`config.mk`:
```
export PLATFORM = sky130hd
export DESIGN_NAME = fasta_record_parser
export DESIGN_NICKNAME = d
export VERILOG_FILES = /design/src/fsp_pkg.sv /design/src/fsp_comment_ram.sv /design/src/fasta_record_parser.sv
export SDC_FILE = /design/constraint.sdc
export NUM_CORES = 1
export LEC_CHECK = 0
export ABC_AREA = 0
export BUFFER_PORTS_ARGS = -buffer_cell sky130_fd_sc_hd__buf_2
export CORE_MARGIN = 2
export CORE_UTILIZATION = 54
export DETAILED_ROUTE_END_ITERATION = 10
export PLACE_DENSITY = 0.78
export SETUP_SLACK_MARGIN = 0.02
export SLEW_MARGIN = 20
export SYNTH_ARGS = -nofsm -noshare
export SYNTH_HDL_FRONTEND = slang
export SYNTH_SLANG_ARGS = --single-unit
```
`constraint.sdc`:
```
create_clock -name clk_i -period 4.8 [get_ports clk_i]
set_input_delay 1.2 -clock clk_i [delete_from_list [all_inputs] [get_ports clk_i]]
set_output_delay 1.2 -clock clk_i [all_outputs]
set_load 0.1 [all_outputs]
```
`src/fsp_pkg.sv`:
```
// ----------------------------------------------------------------------------
// fsp_pkg
// Shared types, codes and constants of the FASTA record parser.
// ----------------------------------------------------------------------------
package fsp_pkg;

  // Comment buffer geometry
  localparam int COMMENT_LEN = 32;
  localparam int CADDR_W     = $clog2(COMMENT_LEN);
  localparam int FILL_W      = $clog2(COMMENT_LEN + 1);

  localparam int BYTE_W      = 8;
  localparam int CNT_W       = 24;
  localparam int TALLY_W     = CNT_W + 1;
  localparam int OUT_DATA_W  = 64;

  localparam logic [CNT_W-1:0]  MAX_BASES_RST = {CNT_W{1'b1}};
  localparam logic [BYTE_W-1:0] CHAR_GT       = 8'h3E;
  localparam logic [BYTE_W-1:0] CHAR_LF       = 8'h0A;

  typedef enum logic [2:0] {
    ST_SEEK,
    ST_HEADER,
    ST_LINE_START,
    ST_BODY,
    ST_EMIT,
    ST_BASE
  } parse_state_e;

  typedef enum logic [1:0] {
    KIND_COMMENT = 2'd0,
    KIND_BASE    = 2'd1,
    KIND_END     = 2'd2
  } result_kind_e;

  // One write and one read request to the comment buffer
  typedef struct packed {
    logic               we;
    logic [CADDR_W-1:0] waddr;
    logic [BYTE_W-1:0]  wdata;
    logic               re;
    logic [CADDR_W-1:0] raddr;
  } cbuf_req_t;

  function automatic logic is_letter(input logic [BYTE_W-1:0] c);
    is_letter = ((c >= 8'h41) && (c <= 8'h5A)) || ((c >= 8'h61) && (c <= 8'h7A));
  endfunction

endpackage

```
`src/fsp_comment_ram.sv`:
```
// ----------------------------------------------------------------------------
// fsp_comment_ram
// Comment byte store: one write port, one read port, registered read data.
// ----------------------------------------------------------------------------
module fsp_comment_ram (
  input  logic                      clk_i,
  input  fsp_pkg::cbuf_req_t        req_i,
  output logic [fsp_pkg::BYTE_W-1:0] rdata_o
);
  import fsp_pkg::*;

  logic [BYTE_W-1:0] mem_q [COMMENT_LEN];
  logic [BYTE_W-1:0] rdata_q;

  // Write port
  always_ff @(posedge clk_i) begin
    if (req_i.we) begin
      mem_q[req_i.waddr] <= req_i.wdata;
    end
  end

  // Read port, data held until the next read
  always_ff @(posedge clk_i) begin
    if (req_i.re) begin
      rdata_q <= mem_q[req_i.raddr];
    end
  end

  assign rdata_o = rdata_q;

endmodule

```
`src/fasta_record_parser.sv`:
```
// ----------------------------------------------------------------------------
// fasta_record_parser
// Splits a FASTA byte stream into comment, base and record-end results.
// ----------------------------------------------------------------------------
// Input stream: one file byte per request in s_axis_tdata_i, s_axis_tuser_i
// high marks end of file (byte ignored). Output stream: one result per
// request, kind in m_axis_tuser_o, tlast on the final result of an input.
// max_bases is written through cfg_we_i / cfg_wdata_i; the user must do so only
// while the block idles, and the block itself does not enforce this.
//
// Throughput, while the output register can take a result: one input byte per
// cycle in headers and bodies. At the first body line the buffered comment
// (up to 32 bytes) is read out of the comment RAM one byte per cycle, paced
// by its single read port; input stalls meanwhile and, if the first body byte
// is a kept base, while it follows the comment. Any other base or record end is
// valid in the cycle after its input is taken; comment bytes pass the RAM first.
//
// Reset puts the parser in the seek state with counters cleared and
// max_bases at its largest value; the comment RAM is not cleared. When the
// receiver stalls, the output register holds its result and input is taken
// only once that register can accept the next one.
module fasta_record_parser (
  input  logic                                clk_i,
  input  logic                                rst_ni,
  // config
  input  logic                                cfg_we_i,
  input  logic [fsp_pkg::CNT_W-1:0]           cfg_wdata_i,   // max_bases
  // input stream
  input  logic                                s_axis_tvalid_i,
  output logic                                s_axis_tready_o,
  input  logic [fsp_pkg::BYTE_W-1:0]          s_axis_tdata_i, // [7:0] in_byte
  input  logic                                s_axis_tuser_i, // [0] end_of_file
  // output stream
  output logic                                m_axis_tvalid_o,
  input  logic                                m_axis_tready_i,
  // [7:0] value, [31:8] record_index, [55:32] length, [56] truncated
  output logic [fsp_pkg::OUT_DATA_W-1:0]      m_axis_tdata_o,
  output logic [1:0]                          m_axis_tuser_o, // [1:0] kind
  output logic                                m_axis_tlast_o  // last_of_run
);
  import fsp_pkg::*;

  parse_state_e      state_q, state_d;
  logic [FILL_W-1:0] fill_q, fill_d;
  logic [TALLY_W-1:0] tally_q, tally_d;
  logic [CNT_W-1:0]  rec_cnt_q, rec_cnt_d;
  logic [CNT_W-1:0]  max_bases_q;
  logic [BYTE_W-1:0] pend_byte_q, pend_byte_d;
  logic              pend_base_q, pend_base_d;
  logic [FILL_W-1:0] emit_idx_q, emit_idx_d;

  logic              out_valid_q, out_valid_d;
  result_kind_e      out_kind_q, out_kind_d;
  logic [BYTE_W-1:0] out_value_q, out_value_d;
  logic [CNT_W-1:0]  out_idx_q, out_idx_d;
  logic [CNT_W-1:0]  out_len_q, out_len_d;
  logic              out_trunc_q, out_trunc_d;
  logic              out_last_q, out_last_d;

  cbuf_req_t         cbuf_req;
  logic [BYTE_W-1:0] cbuf_rdata;

  logic              load_ok, take, load, eof, letter, keep, more;
  logic [BYTE_W-1:0] c;
  logic [CNT_W-1:0]  tally_inc;

  assign c       = s_axis_tdata_i;
  assign eof     = s_axis_tuser_i;
  assign letter  = is_letter(c);
  assign load_ok = !out_valid_q || m_axis_tready_i;
  assign keep    = tally_q[CNT_W-1:0] < max_bases_q;
  assign tally_inc = tally_q[CNT_W-1:0] + CNT_W'(1);
  assign more    = (emit_idx_q + FILL_W'(1)) < fill_q;

  // Input is taken in the parsing states whenever the output slot is free
  always_comb begin
    case (state_q)
      ST_SEEK, ST_HEADER, ST_LINE_START, ST_BODY: s_axis_tready_o = load_ok;
      default:                                     s_axis_tready_o = 1'b0;
    endcase
  end
  assign take = s_axis_tvalid_i && s_axis_tready_o;

  // Next state
  always_comb begin
    state_d = state_q;
    case (state_q)
      ST_SEEK: begin
        if (take && !eof && (c == CHAR_GT)) state_d = ST_HEADER;
      end
      ST_HEADER: begin
        if (take) begin
          if (eof)                 state_d = ST_SEEK;
          else if (c == CHAR_LF)   state_d = ST_LINE_START;
        end
      end
      ST_LINE_START: begin
        if (take) begin
          if (eof)                 state_d = ST_SEEK;
          else if (c == CHAR_GT)   state_d = ST_HEADER;
          else                     state_d = ST_EMIT;
        end
      end
      ST_BODY: begin
        if (take) begin
          if (eof)                 state_d = ST_SEEK;
          else if (c == CHAR_GT)   state_d = ST_HEADER;
        end
      end
      ST_EMIT: begin
        if (load_ok && !more) state_d = pend_base_q ? ST_BASE : ST_BODY;
      end
      ST_BASE: begin
        if (load_ok) state_d = ST_BODY;
      end
      default: state_d = ST_SEEK;
    endcase
  end

  // Datapath, buffer requests and result formation
  always_comb begin
    fill_d      = fill_q;
    tally_d     = tally_q;
    rec_cnt_d   = rec_cnt_q;
    pend_byte_d = pend_byte_q;
    pend_base_d = pend_base_q;
    emit_idx_d  = emit_idx_q;
    cbuf_req    = '0;
    load        = 1'b0;
    out_kind_d  = out_kind_q;
    out_value_d = out_value_q;
    out_idx_d   = out_idx_q;
    out_len_d   = out_len_q;
    out_trunc_d = out_trunc_q;
    out_last_d  = out_last_q;

    case (state_q)
      ST_SEEK: begin
        if (take && !eof && (c == CHAR_GT)) begin
          rec_cnt_d      = rec_cnt_q + CNT_W'(1);
          cbuf_req.we    = 1'b1;
          cbuf_req.waddr = '0;
          cbuf_req.wdata = CHAR_GT;
          fill_d         = FILL_W'(1);
        end
      end
      ST_HEADER: begin
        // append header byte while room is left
        if (take && !eof && (c != CHAR_LF) && (fill_q < FILL_W'(COMMENT_LEN))) begin
          cbuf_req.we    = 1'b1;
          cbuf_req.waddr = fill_q[CADDR_W-1:0];
          cbuf_req.wdata = c;
          fill_d         = fill_q + FILL_W'(1);
        end
      end
      ST_LINE_START: begin
        if (take && !eof) begin
          if (c == CHAR_GT) begin
            // another header line replaces the kept one
            cbuf_req.we    = 1'b1;
            cbuf_req.waddr = '0;
            cbuf_req.wdata = CHAR_GT;
            fill_d         = FILL_W'(1);
          end else begin
            // body starts: fetch comment byte 0, hold the first body byte.
            // No write happens while reading, so no forwarding is needed.
            tally_d        = '0;
            pend_base_d    = 1'b0;
            if (letter) begin
              if (max_bases_q != '0) begin
                tally_d     = TALLY_W'(1);
                pend_base_d = 1'b1;
              end else begin
                tally_d[CNT_W] = 1'b1;
              end
            end
            pend_byte_d    = c;
            emit_idx_d     = '0;
            cbuf_req.re    = 1'b1;
            cbuf_req.raddr = '0;
          end
        end
      end
      ST_BODY: begin
        if (take) begin
          if (eof || (c == CHAR_GT)) begin
            load        = 1'b1;
            out_kind_d  = KIND_END;
            out_value_d = '0;
            out_idx_d   = rec_cnt_q;
            out_len_d   = tally_q[CNT_W-1:0];
            out_trunc_d = tally_q[CNT_W];
            out_last_d  = 1'b1;
            if (!eof) begin
              rec_cnt_d      = rec_cnt_q + CNT_W'(1);
              cbuf_req.we    = 1'b1;
              cbuf_req.waddr = '0;
              cbuf_req.wdata = CHAR_GT;
              fill_d         = FILL_W'(1);
            end
          end else if (letter) begin
            if (keep) begin
              tally_d     = {tally_q[CNT_W], tally_inc};
              load        = 1'b1;
              out_kind_d  = KIND_BASE;
              out_value_d = c;
              out_idx_d   = rec_cnt_q;
              out_len_d   = tally_inc;
              out_trunc_d = tally_q[CNT_W];
              out_last_d  = 1'b1;
            end else begin
              tally_d[CNT_W] = 1'b1;
            end
          end
        end
      end
      ST_EMIT: begin
        // read data holds comment byte emit_idx_q
        if (load_ok) begin
          load        = 1'b1;
          out_kind_d  = KIND_COMMENT;
          out_value_d = cbuf_rdata;
          out_idx_d   = rec_cnt_q;
          out_len_d   = '0;
          out_trunc_d = 1'b0;
          out_last_d  = !more && !pend_base_q;
          if (more) begin
            emit_idx_d     = emit_idx_q + FILL_W'(1);
            cbuf_req.re    = 1'b1;
            cbuf_req.raddr = emit_idx_d[CADDR_W-1:0];
          end
        end
      end
      ST_BASE: begin
        if (load_ok) begin
          load        = 1'b1;
          out_kind_d  = KIND_BASE;
          out_value_d = pend_byte_q;
          out_idx_d   = rec_cnt_q;
          out_len_d   = CNT_W'(1);
          out_trunc_d = 1'b0;
          out_last_d  = 1'b1;
        end
      end
      default: ;
    endcase

    out_valid_d = load ? 1'b1 : (out_valid_q && !m_axis_tready_i);
  end

  fsp_comment_ram u_comment_ram (
    .clk_i   (clk_i),
    .req_i   (cbuf_req),
    .rdata_o (cbuf_rdata)
  );

  // Control registers
  always_ff @(posedge clk_i or negedge rst_ni) begin
    if (!rst_ni) begin
      state_q     <= ST_SEEK;
      fill_q      <= '0;
      tally_q     <= '0;
      rec_cnt_q   <= '0;
      max_bases_q <= MAX_BASES_RST;
      pend_base_q <= 1'b0;
      emit_idx_q  <= '0;
      out_valid_q <= 1'b0;
    end else begin
      state_q     <= state_d;
      fill_q      <= fill_d;
      tally_q     <= tally_d;
      rec_cnt_q   <= rec_cnt_d;
      pend_base_q <= pend_base_d;
      emit_idx_q  <= emit_idx_d;
      out_valid_q <= out_valid_d;
      if (cfg_we_i) max_bases_q <= cfg_wdata_i;
    end
  end

  // Payload registers
  always_ff @(posedge clk_i) begin
    pend_byte_q <= pend_byte_d;
    out_kind_q  <= out_kind_d;
    out_value_q <= out_value_d;
    out_idx_q   <= out_idx_d;
    out_len_q   <= out_len_d;
    out_trunc_q <= out_trunc_d;
    out_last_q  <= out_last_d;
  end

  assign m_axis_tvalid_o = out_valid_q;
  assign m_axis_tdata_o  = {7'b0, out_trunc_q, out_len_q, out_idx_q, out_value_q};
  assign m_axis_tuser_o  = out_kind_q;
  assign m_axis_tlast_o  = out_last_q;

endmodule

```
==> impl_results.md <==
* Origin of the critical flop-to-flop path: emit_idx_q[0]$_DFFE_PN0P_
* Portion of the clock cycle consumed by the worst path in the final layout at 0.816
* Wire length on met3 at between 3000 and 4000 µm
* Gp weighted congestion at 0.997
* Pin slew with the least headroom to its limit at 1060 ps
* Fraction of registers with async set/reset at 0.213
* Synthesized instance count at 1439
* IR Drop Worst-Case VDD at 0.299 mV
* Total of max-cap violations at 0
* Number of vias per cell at roughly 6.2
* Antenna violations before repair at 1
* CP Launch Point: emit_idx_q[0]$_DFFE_PN0P_
* ANT nets after route at 0
* RSZ-0062 raised after global routing: no
* Count of cell types in the netlist at 73
* Number of top-level pins at approximately 110
* Fmax at 255 MHz
* YS warnings at 0
* Root buffer selected by CTS: clkbuf_16
* DPL Wire Length at 30200 µm
* Cell accounting for the most synthesized area: edfxtp_1
* Final clock skew at approximately 12 ps
* Die height at 189 µm
* Synth Register Bits at between 400 and 500
* Util after Layout at 0.622
* Synth-to-Final Area Change at 13.1%
* Type of element capturing the critical path: flop
* Met1 wire length at 18100 µm
* Sequential share of the synthesized area at 0.661
* Post-route minimum period at slightly below 4000 ps
* Clock buffer count from CTS at between 40 and 50
* Pre-CTS setup slack at 656 ps
* Share of layout cells above drive strength 1 at 0.188
* Pin count of the biggest net entering global routing at 72
* Clock slew at reported path FFs at around 60 ps
* Pwr/cell area at about 470 nW/µm²
* Worst Min Path Start: rec_cnt_q[6]$_DFFE_PN0P_
* Grt total ovfl at 0
* Highest metal layer used by the detailed router: met4
* Number of placement rows at 67
* Required time of the critical path at 5100 ps
* TritonCTS clock tree: yes
* Worst path setup slack after routing at 882 ps
* Area of the core at 33700 µm²
* Via count of the first global-routing pass at roughly 12k
* Cells after DPL at 1946
* Count of cells resized by post-cts repair at 0
* Logic depth of the worst register-to-register path at 13
* Top post-synthesis cells by area: edfxtp_1 (54%), dfrtp_1 (8.9%), dfstp_2 (3.4%)
* Data arrival time of the critical path at 4220 ps
* Result of the run: completed
* Count of hold-fix buffers inserted at cts at 0
* Net count of the finished layout at ~1.6k
* Final Slew Violations at 0
* TritonRoute pass-1 iters at 8
* Global router's overall resource usage at 0.260
* Total standard cell area after synthesis at roughly 19000 µm²
* Hold-critical path endpoint: rec_cnt_q[6]$_DFFE_PN0P_
* Reg-to-reg endpoint: u_comment_ram.rdata_o[7]$_DFFE_PP_
* Initial DRC Count at 1270
* # H-tree levels at 2
* Setup crit start kind: flop
* Classification of the worst-slack hold path: reg -> reg
* Portion of synthesized cell area occupied by the leading cell type at 0.538
* Die Outline Area at 35800 µm²
* Global-route wire length before repair at 71000 µm
* Clock sink count at 422
* Total number of vias at 12.6k
* Floorplan die width at 189 µm
* Final non-filler cell total at 2025
* Routed met2 length at 22500 µm
* Total count of hold-check failures in the final report at 0
* Worst setup path class: reg -> reg
* Post-Synthesis Mean Instance Area at between 10 and 15 µm²
* Drt total wl at 46000 µm
* Post-route DRC violation count at 0
* Later-pin clock latency in the skew report at 550 ps
* EDFF count, synth at 332
* Detailed-route wire length per cell at 22.7 µm
* Number of setup violations in the final report at 0
* Effective utilization at floorplan at 0.550
* Setup Total Neg Slack at 0 ps
* Hold slack final at 489 ps
* Post-CTS Setup Repair Bufs at 0
* Number of cells on the worst hold path at 1
* Clock Path Buffers at 3
* Main synth FF type: edfxtp_1
* Largest fanout on the critical path at 10
* Headroom to the max-slew limit at 0.295
* Static leakage at 7.82 nW
* Slack of the worst reg-to-reg path at 880 ps
* Number of port buffers at 99
==> metal layers <==
metal | vias up | global-route usage
met5 | - | 0
met4 | 0 | 0.102
met3 | 133 | 0.0456
met2 | 615 | 0.437
met1 | 6190 | 0.339
li1 | 5641 | -
==> through the flow <==
| step | area, µm² | power (W) |
|---|---|---|
| CTS | 20900 | 0.00980 |
| detailed placement | 19600 | 0.00657 |
| floorplan | 18600 | 0.00593 |
| finish | 21000 | 0.00976 |
| global placement | 19600 | 0.00653 |
| global route | 21000 | 0.0101 |
==> layout make-up <==
class / count / area [µm²]
Clock buffer: 52 / 1120
Fill cell: 2548 / 12700
Inverter: 38 / 143
Tap cell: 448 / 561
Clock inverter: 25 / 234
Multi-Input combinational cell: 897 / 5810
Timing Repair Buffer: 142 / 841
Sequential cell: 422 / 12300
Antenna cell: 1 / 2.50
==> worst max-delay path by stage <==
stage | cells past startpoint | end | slack, ps
3_3_place_gp | 8 | u_comment_ram.mem_q[6][1]$_DFFE_PP_ | 780
2_1_floorplan | 6 | out_idx_q[0]$_DFFE_PP_ | 110
4_1_cts | 13 | u_comment_ram.rdata_o[7]$_DFFE_PP_ | 960
5_1_grt | 13 | u_comment_ram.rdata_o[6]$_DFFE_PP_ | 630
6_report | 13 | u_comment_ram.rdata_o[7]$_DFFE_PP_ | 880
3_5_place_dp | 8 | u_comment_ram.mem_q[6][1]$_DFFE_PP_ | 660
==> cell families after synthesis <==
kind of cell	Yosys count	share of synthesized area
other cells	1	0.000202
buf+inv	126	0.0288
xor+xnor	43	0.0203
mux	75	0.0436
flops	422	0.661
fa+ha+maj	32	0.0216
simple gates	439	0.119
compound gates	301	0.105
==> flip-flops by register name (all words and copies together), names as in the netlist, 2 cells and up <==
register and cells:
emit_idx_q 6, fill_q 6, m_axis_tuser_o 2, max_bases_q 24, out_idx_q 24, out_len_q 24, out_value_q 8, pend_byte_q 8
rec_cnt_q 24, state_q 3, tally_q 25, u_comment_ram.mem_q 256, u_comment_ram.rdata_o 8
==> cell usage after synthesis, types with 15 or more instances <==
cell / number
nand2_1: 102
xnor2_1: 26
nor3_1: 54
o21ai_0: 72
and2_1: 16
inv_1: 37
nor4_1: 15
a31oi_1: 18
nor2_1: 107
buf_2: 21
and3_1: 20
clkbuf_1: 50
mux2i_1: 38
dfstp_2: 24
dfrtp_1: 66
xor2_1: 17
nand3_1: 40
or3_1: 17
a211oi_1: 25
mux2_2: 36
edfxtp_1: 332
a21oi_1: 63
o22ai_1: 34
ha_1: 32
==> cells in the final DEF, fill, tap and decap left out, types with 8 or more instances in the layout <==
| master | netlist | final |
|---|---|---|
| edfxtp_1 | 332 | 332 |
| nor2_1 | 107 | 107 |
| nand2_1 | 102 | 102 |
| buf_2 | 21 | 98 |
| o21ai_0 | 72 | 72 |
| dfrtp_1 | 66 | 65 |
| a21oi_1 | 63 | 63 |
| nor3_1 | 54 | 54 |
| clkbuf_16 | 0 | 43 |
| buf_4 | 9 | 42 |
| nand3_1 | 40 | 40 |
| mux2i_1 | 38 | 38 |
| inv_1 | 37 | 37 |
| mux2_2 | 36 | 36 |
| o22ai_1 | 34 | 34 |
| ha_1 | 32 | 31 |
| xnor2_1 | 26 | 26 |
| a211oi_1 | 25 | 25 |
| dfstp_2 | 24 | 24 |
| and3_1 | 20 | 20 |
| a31oi_1 | 18 | 18 |
| xor2_1 | 17 | 17 |
| or3_1 | 17 | 17 |
| and2_1 | 16 | 16 |
| nor4_1 | 15 | 15 |
| o22a_1 | 14 | 14 |
| nand4_1 | 13 | 13 |
| o211ai_1 | 13 | 13 |
| clkinv_2 | 0 | 12 |
| nand2b_1 | 11 | 11 |
| o21a_1 | 10 | 10 |
| clkbuf_1 | 50 | 8 |
==> power by group <==
| group | internal, W | switching [W] | leakage (nW) | total [W] |
|---|---|---|---|---|
| Combinational | 0.000652 | 0.00155 | 2.90 | 0.00220 |
| Clock | 0.00188 | 0.00135 | 0.661 | 0.00323 |
| Sequential | 0.00417 | 0.000161 | 4.26 | 0.00433 |
| Total | 0.00670 | 0.00306 | 7.82 | 0.00976 |
==> worst max-delay path, stage by stage (launching register included) <==
cell and delay, ps:
dfrtp_2 390, nand2_1 80, inv_1 120, nand2_1 170, nor2_1 170, xor2_1 200
ha_1 300, a211oi_1 320, and2_1 220, o211ai_1 290, or3_1 640, o211ai_1 400
o211ai_1 160, and4_1 220
No activity file was read; power rests on OpenSTA's default activity.
